File: config.mk
export PLATFORM = sky130hd
export DESIGN_NAME = press_key_gesture_detector_core
export DESIGN_NICKNAME = d
export VERILOG_FILES = /design/src/hw/rtl/pkgd_pkg.sv /design/src/hw/rtl/press_key_gesture_detector_core.sv /design/src/hw/rtl/pkgd_step.sv
export SDC_FILE = /design/constraint.sdc
export NUM_CORES = 1
export LEC_CHECK = 0
export CAP_MARGIN = 20
export CORE_MARGIN = 5
export CORE_UTILIZATION = 35
export DETAILED_ROUTE_END_ITERATION = 8
export DONT_BUFFER_PORTS = 1
export PLACE_DENSITY_LB_ADDON = 0.1
export SYNTH_ARGS = -nofsm -noshare
export SYNTH_HDL_FRONTEND = slang
export SYNTH_SLANG_ARGS = --single-unit
File: constraint.sdc
create_clock -name clk -period 7.4 [get_ports clk]
set_input_delay 1.48 -clock clk [delete_from_list [all_inputs] [get_ports clk]]
set_output_delay 1.48 -clock clk [all_outputs]
set_load 0.01 [all_outputs]
File: src/hw/rtl/pkgd_pkg.sv
package pkgd_pkg;

  // Gesture event codes carried on the result channel.
  localparam logic [2:0] EV_PRESS     = 3'd0;
  localparam logic [2:0] EV_RELEASE   = 3'd1;
  localparam logic [2:0] EV_LONG      = 3'd2;
  localparam logic [2:0] EV_VERY_LONG = 3'd3;
  localparam logic [2:0] EV_CLICKS    = 3'd4;

  // Hold stage codes.
  localparam logic [1:0] HOLD_NONE      = 2'd0;
  localparam logic [1:0] HOLD_LONG      = 2'd1;
  localparam logic [1:0] HOLD_VERY_LONG = 2'd2;

  // Configuration register indexes.
  localparam logic [2:0] REG_TICK_PERIOD = 3'd0;
  localparam logic [2:0] REG_LONG_PRESS  = 3'd1;
  localparam logic [2:0] REG_VERY_LONG   = 3'd2;
  localparam logic [2:0] REG_DOUBLE_CLK  = 3'd3;
  localparam logic [2:0] REG_MAX_CLICKS  = 3'd4;

  // Configuration reset values.
  localparam logic [9:0]  TICK_PERIOD_RESET = 10'd40;
  localparam logic [15:0] LONG_PRESS_RESET  = 16'd1000;
  localparam logic [15:0] VERY_LONG_RESET   = 16'd3000;
  localparam logic [15:0] DOUBLE_CLK_RESET  = 16'd300;
  localparam logic [3:0]  MAX_CLICKS_RESET  = 4'd3;

  localparam logic [15:0] HOLD_TICKS_MAX = 16'hFFFF;
  localparam logic [3:0]  CLICK_RUN_MAX  = 4'hF;

  typedef struct packed {
    logic [9:0]  tick_period_ms;
    logic [15:0] long_press_ms;
    logic [15:0] very_long_press_ms;
    logic [15:0] double_click_ms;
    logic [3:0]  max_clicks;
  } cfg_t;

  typedef struct packed {
    logic        key_down;
    logic [15:0] hold_ticks;
    logic [1:0]  hold_stage;
    logic [3:0]  click_run;
    logic [31:0] last_press_ms;
    logic        check_armed;
  } gesture_state_t;

  typedef struct packed {
    logic       emit;
    logic [2:0] event_res;
    logic [3:0] click_total;
  } step_res_t;

endpackage

File: src/hw/rtl/press_key_gesture_detector_core.sv
// Flow: an accepted item is held in the input register, and its result, if any, is
// written to the output register once that register is free or being drained.
// Throughput: one item per cycle; the input register refills whenever the result
// register is free or is being drained, and items without a result take no slot.
// Reset (rst, synchronous): configuration returns to its defaults, all gesture
// state clears, and both the input and the output registers are emptied.
module press_key_gesture_detector_core (
  input  logic        clk,
  input  logic        rst,
  // Configuration write port.
  input  logic        cfg_we,
  input  logic [2:0]  cfg_index,
  input  logic [15:0] cfg_wdata,
  // Input stream.
  input  logic        s_tvalid,
  output logic        s_tready,
  input  logic [39:0] s_tdata,   // [0] pin_level, [32:1] now_ms, [39:33] zero
  input  logic        s_tuser,   // [0] op
  // Result stream.
  output logic        m_tvalid,
  input  logic        m_tready,
  output logic [7:0]  m_tdata,   // [3:0] click_total, [7:4] zero
  output logic [2:0]  m_tuser    // [2:0] event_res
);
  import pkgd_pkg::*;

  cfg_t           cfg;
  gesture_state_t state;
  gesture_state_t state_next;
  step_res_t      step_res;

  logic        in_valid;
  logic        in_op;
  logic        in_pin;
  logic [31:0] in_now;
  logic        out_valid;
  logic [2:0]  out_event;
  logic [3:0]  out_count;
  logic        advance;

  // The held item is processed once the result register can take its result.
  assign advance  = in_valid && (!out_valid || m_tready);
  assign s_tready = !in_valid || advance;

  // Configuration registers.
  always_ff @(posedge clk) begin
    if (rst) begin
      cfg.tick_period_ms     <= TICK_PERIOD_RESET;
      cfg.long_press_ms      <= LONG_PRESS_RESET;
      cfg.very_long_press_ms <= VERY_LONG_RESET;
      cfg.double_click_ms    <= DOUBLE_CLK_RESET;
      cfg.max_clicks         <= MAX_CLICKS_RESET;
    end else if (cfg_we) begin
      case (cfg_index)
        REG_TICK_PERIOD: cfg.tick_period_ms     <= cfg_wdata[9:0];
        REG_LONG_PRESS:  cfg.long_press_ms      <= cfg_wdata;
        REG_VERY_LONG:   cfg.very_long_press_ms <= cfg_wdata;
        REG_DOUBLE_CLK:  cfg.double_click_ms    <= cfg_wdata;
        REG_MAX_CLICKS:  cfg.max_clicks         <= cfg_wdata[3:0];
        default: ;
      endcase
    end
  end

  // Input register.
  always_ff @(posedge clk) begin
    if (rst) begin
      in_valid <= 1'b0;
    end else if (s_tready) begin
      in_valid <= s_tvalid;
    end
  end

  always_ff @(posedge clk) begin
    if (s_tvalid && s_tready) begin
      in_op  <= s_tuser;
      in_pin <= s_tdata[0];
      in_now <= s_tdata[32:1];
    end
  end

  pkgd_step u_step (
    .cfg       (cfg),
    .cur       (state),
    .op        (in_op),
    .pin_level (in_pin),
    .now_ms    (in_now),
    .nxt       (state_next),
    .res       (step_res)
  );

  // Gesture state advances once per processed item.
  always_ff @(posedge clk) begin
    if (rst) begin
      state <= '0;
    end else if (advance) begin
      state <= state_next;
    end
  end

  // Result register.
  always_ff @(posedge clk) begin
    if (rst) begin
      out_valid <= 1'b0;
    end else if (advance) begin
      out_valid <= step_res.emit;
    end else if (m_tready) begin
      out_valid <= 1'b0;
    end
  end

  always_ff @(posedge clk) begin
    if (advance && step_res.emit) begin
      out_event <= step_res.event_res;
      out_count <= step_res.click_total;
    end
  end

  assign m_tvalid = out_valid;
  assign m_tuser  = out_event;
  assign m_tdata  = {4'd0, out_count};

  // A tick while the check is disarmed must stay silent.
  a_unarmed_tick_silent: assert property (@(posedge clk) disable iff (rst)
    advance && !in_op && !state.check_armed |-> !step_res.emit)
    else $error("tick produced a result while the check was disarmed");

  // A count is only ever reported with the clicks event.
  a_count_only_clicks: assert property (@(posedge clk) disable iff (rst)
    out_valid && out_event != EV_CLICKS |-> out_count == 4'd0)
    else $error("nonzero click count on a non-click event");

  // A processed press leaves the key down and the check armed.
  a_press_arms: assert property (@(posedge clk) disable iff (rst)
    advance && in_op && !in_pin |=> state.key_down && state.check_armed)
    else $error("press did not arm the check");

  // The input side stalls only behind a held, undrained result.
  a_stall_cause: assert property (@(posedge clk) disable iff (rst)
    !s_tready |-> in_valid && out_valid && !m_tready)
    else $error("input stalled without a blocked result");

  // The armed flag tracks an open click run after every tick.
  a_armed_tracks_run: assert property (@(posedge clk) disable iff (rst)
    advance && !in_op && state.check_armed |=>
      state.check_armed == (state.click_run != 4'd0))
    else $error("check armed flag out of step with click run");

endmodule

File: src/hw/rtl/pkgd_step.sv
module pkgd_step (
  input  pkgd_pkg::cfg_t           cfg,
  input  pkgd_pkg::gesture_state_t cur,
  input  logic                     op,
  input  logic                     pin_level,
  input  logic [31:0]              now_ms,
  output pkgd_pkg::gesture_state_t nxt,
  output pkgd_pkg::step_res_t      res
);
  import pkgd_pkg::*;

  logic [31:0] since_press;
  logic [31:0] since_last;
  logic [15:0] ticks_inc;
  logic [25:0] held;
  logic        in_window;

  // Elapsed time since the recorded press, modulo 2^32.
  assign since_press = now_ms - cur.last_press_ms;
  assign in_window   = since_press <= {16'd0, cfg.double_click_ms};
  assign ticks_inc   = (cur.hold_ticks < HOLD_TICKS_MAX) ? cur.hold_ticks + 16'd1
                                                          : cur.hold_ticks;
  // Hold time in ms; 16 x 10 bits never overflows 26 bits.
  assign held = {10'd0, ticks_inc} * {16'd0, cfg.tick_period_ms};

  // One step of the gesture state machine for a single item.
  always_comb begin
    nxt             = cur;
    res.emit        = 1'b0;
    res.event_res   = EV_PRESS;
    res.click_total = 4'd0;
    since_last      = 32'd0;
    if (op) begin
      res.emit = 1'b1;
      if (!pin_level) begin
        nxt.key_down    = 1'b1;
        nxt.check_armed = 1'b1;
        if (cur.last_press_ms == 32'd0 || in_window) begin
          if (cur.click_run < CLICK_RUN_MAX) begin
            nxt.click_run = cur.click_run + 4'd1;
          end
          nxt.last_press_ms = now_ms;
        end
        res.event_res = EV_PRESS;
      end else begin
        nxt.key_down  = 1'b0;
        res.event_res = EV_RELEASE;
      end
    end else if (cur.check_armed) begin
      nxt.hold_ticks = ticks_inc;
      if (cur.key_down) begin
        if (cur.click_run == 4'd1) begin
          if (held >= {10'd0, cfg.long_press_ms} && cur.hold_stage == HOLD_NONE) begin
            nxt.hold_stage = HOLD_LONG;
            res.emit       = 1'b1;
            res.event_res  = EV_LONG;
          end else if (held >= {10'd0, cfg.very_long_press_ms} &&
                       cur.hold_stage == HOLD_LONG) begin
            nxt.hold_stage = HOLD_VERY_LONG;
            res.emit       = 1'b1;
            res.event_res  = EV_VERY_LONG;
          end
        end
      end else begin
        // A run that ended in a long press is dropped without a report.
        if (cur.hold_stage != HOLD_NONE) begin
          nxt.click_run     = 4'd0;
          nxt.last_press_ms = 32'd0;
        end
        since_last = now_ms - nxt.last_press_ms;
        if (since_last > {16'd0, cfg.double_click_ms} && nxt.click_run != 4'd0) begin
          res.emit        = 1'b1;
          res.event_res   = EV_CLICKS;
          res.click_total = (nxt.click_run > cfg.max_clicks) ? cfg.max_clicks
                                                             : nxt.click_run;
          nxt.click_run     = 4'd0;
          nxt.last_press_ms = 32'd0;
        end
        nxt.hold_ticks = 16'd0;
        nxt.hold_stage = HOLD_NONE;
      end
      nxt.check_armed = nxt.click_run != 4'd0;
    end
  end

endmodule

==> impl_metrics.toml, run 1 <==
[floorplanning]
initial_utilization_pct = 35.4
core_area_mm2 = 0.0502
num_rows = 82
die_w_um = 235
die_height_um = 235
ios = 78
die_area_mm2 = 0.0554

[timing]
worst_slack_ps = -137
period_needed_ps = 7540
slew_headroom_pct = 26.2
rsz0062_at_grt = "yes"
hold_ws_ps = 456
fin_skew_ps = 18.1
fin_crit_sh_pct = 102
fmax_mhz = 133
final-setup-viol-count = 10
final_max_slew_viol_count = 0
hold_viol = 0
worstMarginPinSlew_ps = 1110

[pwr]
power.total_uw = 2410
vdd_drop_max_uv = 186
powerDensity_mw_per_mm2 = 116
p_leak_uw = 0.00906

[global_route]
grt_max_degree = 87
grt_pass1_wl_um = 86500
grt_use_met2_pct = 34.1
overflow = 0
grtUsageMet3_pct = 2.96
antenna_found_initial = 0
met1_usage_pct = 24.5
grt_pass1_vias = 16044
grt_usage_pct = 19.2
top_usage_layer = "met2"

[cells_and_area]
multiInputGateArea_mm2 = 0.0135
diodes = 0
layout.cells.non_filler = 2945
n_fill_cell = 5075
area_growth_syn_to_layout_pct = 16.6
drive_above_1_share_pct = 15.4
seqCellArea_mm2 = 0.00364
fin_nets = 2631
fin_util_pct = 41.3

[detailed_routing]
drt-wirelength-per-cell_um = 18.1
ant_nets = 0
routed_wl_um = 53200
drtIter0Drc = 665
drc = 0
vias = 15631
viasPerCell = 5.31
dr.pass1.iters = 5

[worst_setup_path]
r2r_start = "state[40]$_SDFFE_PP0P_"
path_delay_family = "adder cells"
crit_fanout = 7
critPathCaptureType = "flip-flop"
crit_top_cell = "fa_1"
worst_setup_path_start_kind = "flip-flop"
critPathKind = "reg2reg"
max_stage_delay_ps = 550
slowest_stage = "fa_1"
cp-startpoint = "state[40]$_SDFFE_PP0P_"
critPathBufInv = 8
cp_data_arrival_time_ps = 7700
cp.required_ps = 7560

[synth]
syn-instance-count = 2167
synth_most_common_cell = "nand2_1"
synth_seq_cells = 161
synth.top_cells.by_area = "ha_1 (14%), dfxtp_1 (14%), fa_1 (13%)"
synthMuxAreaShare_pct = 1.03
synth_area_mm2 = 0.0178
synth.top_cell.area_share_pct = 13.7
syn_area_per_cell_um2 = 8.20
synthXorXnorAreaFrac_pct = 3.20
synth_top_cell_by_area = "ha_1"
synth-edff-count = 41
yosysSeqAreaShare_pct = 20.4
ys.flop_type = "dfxtp_1"
yosys.area_share.simple_pct = 21.5
async_reset_ff_share_pct = 0
synthAdderAreaFrac_pct = 26.3
yosys_warnings = 0
synth_top_family_by_area = "adder cells"
synth_compound_area_share_pct = 20.1
netlist_top_cells_count = "nand2_1 (308), inv_1 (221), ha_1 (194)"
synth_cell_types = 97

[clocking]
htree_levels = 4
cts.clk_slew.worst_paths_ps = 80
cts_tree = "yes"
ctsLongestPathBuffers = 2
cts_buffers = 17
insertion_delay_ps = 490
clock_sinks = 161
cts_root_buf = "clkbuf_16"

[placed_design]
dp_cells = 2889
numPortBuffers = 0
hpwl_um = 42900
place.gp.congestion = 0.899
place_ws_ps = -796

[run_status]
violations = "setup timing"
status = "finished with violations"

[min_path]
hp-class = "reg2reg"
hold_start = "cfg[50]$_SDFFE_PP0P_"

[flow_run]
drv_cap = 0
## routing by layer
layer | vias to the layer above | share of wire (%) | wire length [µm]
li1 | 7754 | - | -
met1 | 7612 | 45 | 24000
met2 | 213 | 50 | 26800
met3 | 52 | 2.8 | 1500
met4 | 0 | 1.7 | 926
met5 | - | 0 | 0
## stage by stage
step / setup TNS (ps) / cell area, µm²
floorplan: 0 / 17900
CTS: -1470 / 20600
detailed placement: -8860 / 19400
finish: -1240 / 20700
global route: -5120 / 20700
global placement: -7730 / 19400
## worst min-delay path, cell delays in order, from the launching register on
cell and delay [ps]:
dfxtp_1 310, nand2_1 50, a21oi_1 50
## layout by cell type, fill, tap and decap left out, drive strengths merged, types with 26 or more instances in the layout
cell and n:
a21o 34, a21oi 173, a22o 34, and2 88
buf 175, dfxtp 120, edfxtp 41, fa 112
ha 194, inv 226, nand2 308, nand3 48
nand4 42, nor2 103, nor2b 28, o211ai 26
o21ai 78, xnor2 37, xor2 28
## power by group
part | leakage (µW) | internal, µW | switching [µW]
logic | 0.00740 | 200 | 312
clock network | 0.000294 | 477 | 459
registers | 0.00137 | 929 | 30.4
## timing repair
| item | in CTS | in global routing |
|---|---|---|
| gates resized for setup | 104 | 15 |
| hold buffers | 0 | 0 |
| buffers inserted | 23 | 2 |
| setup endpoints to repair | 12 | 12 |
| pin swaps | 73 | 25 |
## worst paths after layout
| check | to | slack [ps] | cells past startpoint |
|---|---|---|---|
| setup reg to reg | out_count[2]$_SDFFCE_PP0P_ | -140 | 33 |
| setup / recovery | out_count[2]$_SDFFCE_PP0P_ | -140 | 33 |
| hold / removal | cfg[50]$_SDFFE_PP0P_ | 460 | 2 |
| hold reg to reg | cfg[50]$_SDFFE_PP0P_ | 460 | 2 |
## logic make-up (layout without fill, tap and decap cells)
kind of cell	count (synthesis)	in the layout
simple gates	769	769
compound gates	522	522
flops	161	161
fa+ha+maj	306	306
xor+xnor	65	65
mux	18	18
buf+inv	325	428
other cells	1	4
## sequential cells by signal, summed over array words and instances, names as in the netlist, 3 cells and up
name,count
cfg,62
in_now,32
m_tuser,3
out_count,4
state,56
## final cells by class
type,count,area share (%)
Clock buffer,19,2.24
Timing Repair Buffer,175,6.57
Clock inverter,13,0.688
Tap cell,672,4.06
Multi-Input combinational cell,1684,64.9
Inverter,221,4.00
Sequential cell,161,17.5
(Power assumes the default switching activity.)
==> run 2, diff against run 1 <==
Settings changed: TNS_END_PERCENT set to 20.
==> impl_metrics.toml, run 2 (synthesized netlist as in run 1, its figures left out) <==
[timing]
period_needed_ps = 7500
hold_ws_ps = 456
fin_skew_ps = 19.1
worstMarginPinSlew_ps = 1090
fin_crit_sh_pct = 101
rsz0062_at_grt = "yes"
hold_viol = 0
slew_headroom_pct = 27.1
worst_slack_ps = -96.9
final-setup-viol-count = 10
fmax_mhz = 133
final_max_slew_viol_count = 0

[worst_setup_path]
max_stage_delay_ps = 550
critPathKind = "reg2reg"
crit_top_cell = "fa_1"
critPathCaptureType = "flip-flop"
cp-startpoint = "state[40]$_SDFFE_PP0P_"
critPathBufInv = 8
cp.required_ps = 7560
path_delay_family = "adder cells"
worst_setup_path_start_kind = "flip-flop"
cp_data_arrival_time_ps = 7660
slowest_stage = "fa_1"
crit_fanout = 7
r2r_start = "state[40]$_SDFFE_PP0P_"

[global_route]
grt_usage_pct = 19.2
grt_max_degree = 87
overflow = 0
antenna_found_initial = 0
grt_pass1_vias = 16062
grt_pass1_wl_um = 86500

[floorplanning]
initial_utilization_pct = 35.4
die_w_um = 235
die_height_um = 235
die_area_mm2 = 0.0554
num_rows = 82
ios = 78
core_area_mm2 = 0.0502

[detailed_routing]
dr_wl_met3_um = 1390
routed_wl_um = 53200
ant_nets = 0
dr_wl_met2_um = 26600
vias = 15602
drtIter0Drc = 716
wl_met1_um = 24200
drc = 0
drt-wirelength-per-cell_um = 18.1
viasPerCell = 5.30
dr.pass1.iters = 5
top_layer = "met4"

[cells_and_area]
layout_commonest_cell = "nand2_1"
fin_nets = 2631
diodes = 0
area_growth_syn_to_layout_pct = 16.5
largest_reg_flops = 62
layout.cells.non_filler = 2945
largestRegisters = "cfg x62, state x56, in_now x32"
n_fill_cell = 5064
regMostFlops = "cfg"
drive_above_1_share_pct = 15.3
mostFrequentLayoutCells = "nand2_1 (302), inv_1 (217), ha_1 (182), buf_4 (163), a21oi_1 (155)"

[min_path]
hold_start = "cfg[50]$_SDFFE_PP0P_"
hp-class = "reg2reg"

[clocking]
ctsHoldBuffers = 0
ctsLongestPathBuffers = 2
cts_buffers = 17
htree_levels = 4
insertion_delay_ps = 490
cts_tree = "yes"
cts.clk_slew.worst_paths_ps = 80
clock_sinks = 161
cts_root_buf = "clkbuf_16"

[pwr]
vdd_drop_max_uv = 186
powerDensity_mw_per_mm2 = 116
p_leak_uw = 0.00907
power.total_uw = 2410

[flow_run]
drv_cap = 0

[placed_design]
dp_cells = 2889
hpwl_um = 42900
place.gp.congestion = 0.899
numPortBuffers = 0

[run_status]
status = "finished with violations"
violations = "setup timing"
==> run 2: worst paths after layout <==
| kind | endpoint | slack, ps | cells after the start |
|---|---|---|---|
| worst max-delay path | out_count[3]$_SDFFCE_PP0P_ | -100 | 33 |
| worst min-delay path | cfg[50]$_SDFFE_PP0P_ | 460 | 2 |
| worst max register to register | out_count[3]$_SDFFCE_PP0P_ | -100 | 33 |
| worst min register to register | cfg[50]$_SDFFE_PP0P_ | 460 | 2 |
==> run 2: power by group <==
group | total (µW) | switching [µW] | internal, µW | leakage, µW
Clock | 937 | 460 | 477 | 0.000294
Combinational | 511 | 312 | 200 | 0.00740
Sequential | 959 | 30.2 | 929 | 0.00137
Total | 2410 | 802 | 1610 | 0.00907
==> run 2: layout make-up <==
cell class	count	area, µm²	share of cell area, %
Multi-Input combinational cell	1684	13400	64.9
Sequential cell	161	3640	17.6
Timing Repair Buffer	175	1360	6.57
Tap cell	672	841	4.06
Inverter	221	830	4.01
Clock buffer	19	464	2.24
Clock inverter	13	143	0.689
==> run 2: per-stage QoR <==
step / setup WS (ps) / TNS, ps / area [µm²] / util, %
6_report: -96.9 / -862 / 20700 / 41.3
3_5_place_dp: -796 / -8860 / 19400 / 38.6
5_1_grt: -461 / -4930 / 20700 / 41.3
4_1_cts: -157 / -1480 / 20600 / 41.1
3_3_place_gp: -687 / -7730 / 19400 / 38.6
2_1_floorplan: 10.7 / 0 / 17900 / -
==> run 2: worst min-delay path, cell delays in order (launching register included) <==
cell	delay (ps)
dfxtp_1	310
nand2_1	50
a21oi_1	50
==> run 2: what timing repair did <==
action	4_1_cts	5_1_grt
buffers inserted	23	2
setup endpoints to repair	12	12
pin swaps	72	21
gates resized for setup	98	16
==> run 2: per-layer routing <==
metal,GRT usage (%),up-vias
met5,0,-
li1,-,7752
met1,24.4,7585
met2,34.1,207
met4,4.70,0
met3,2.99,58
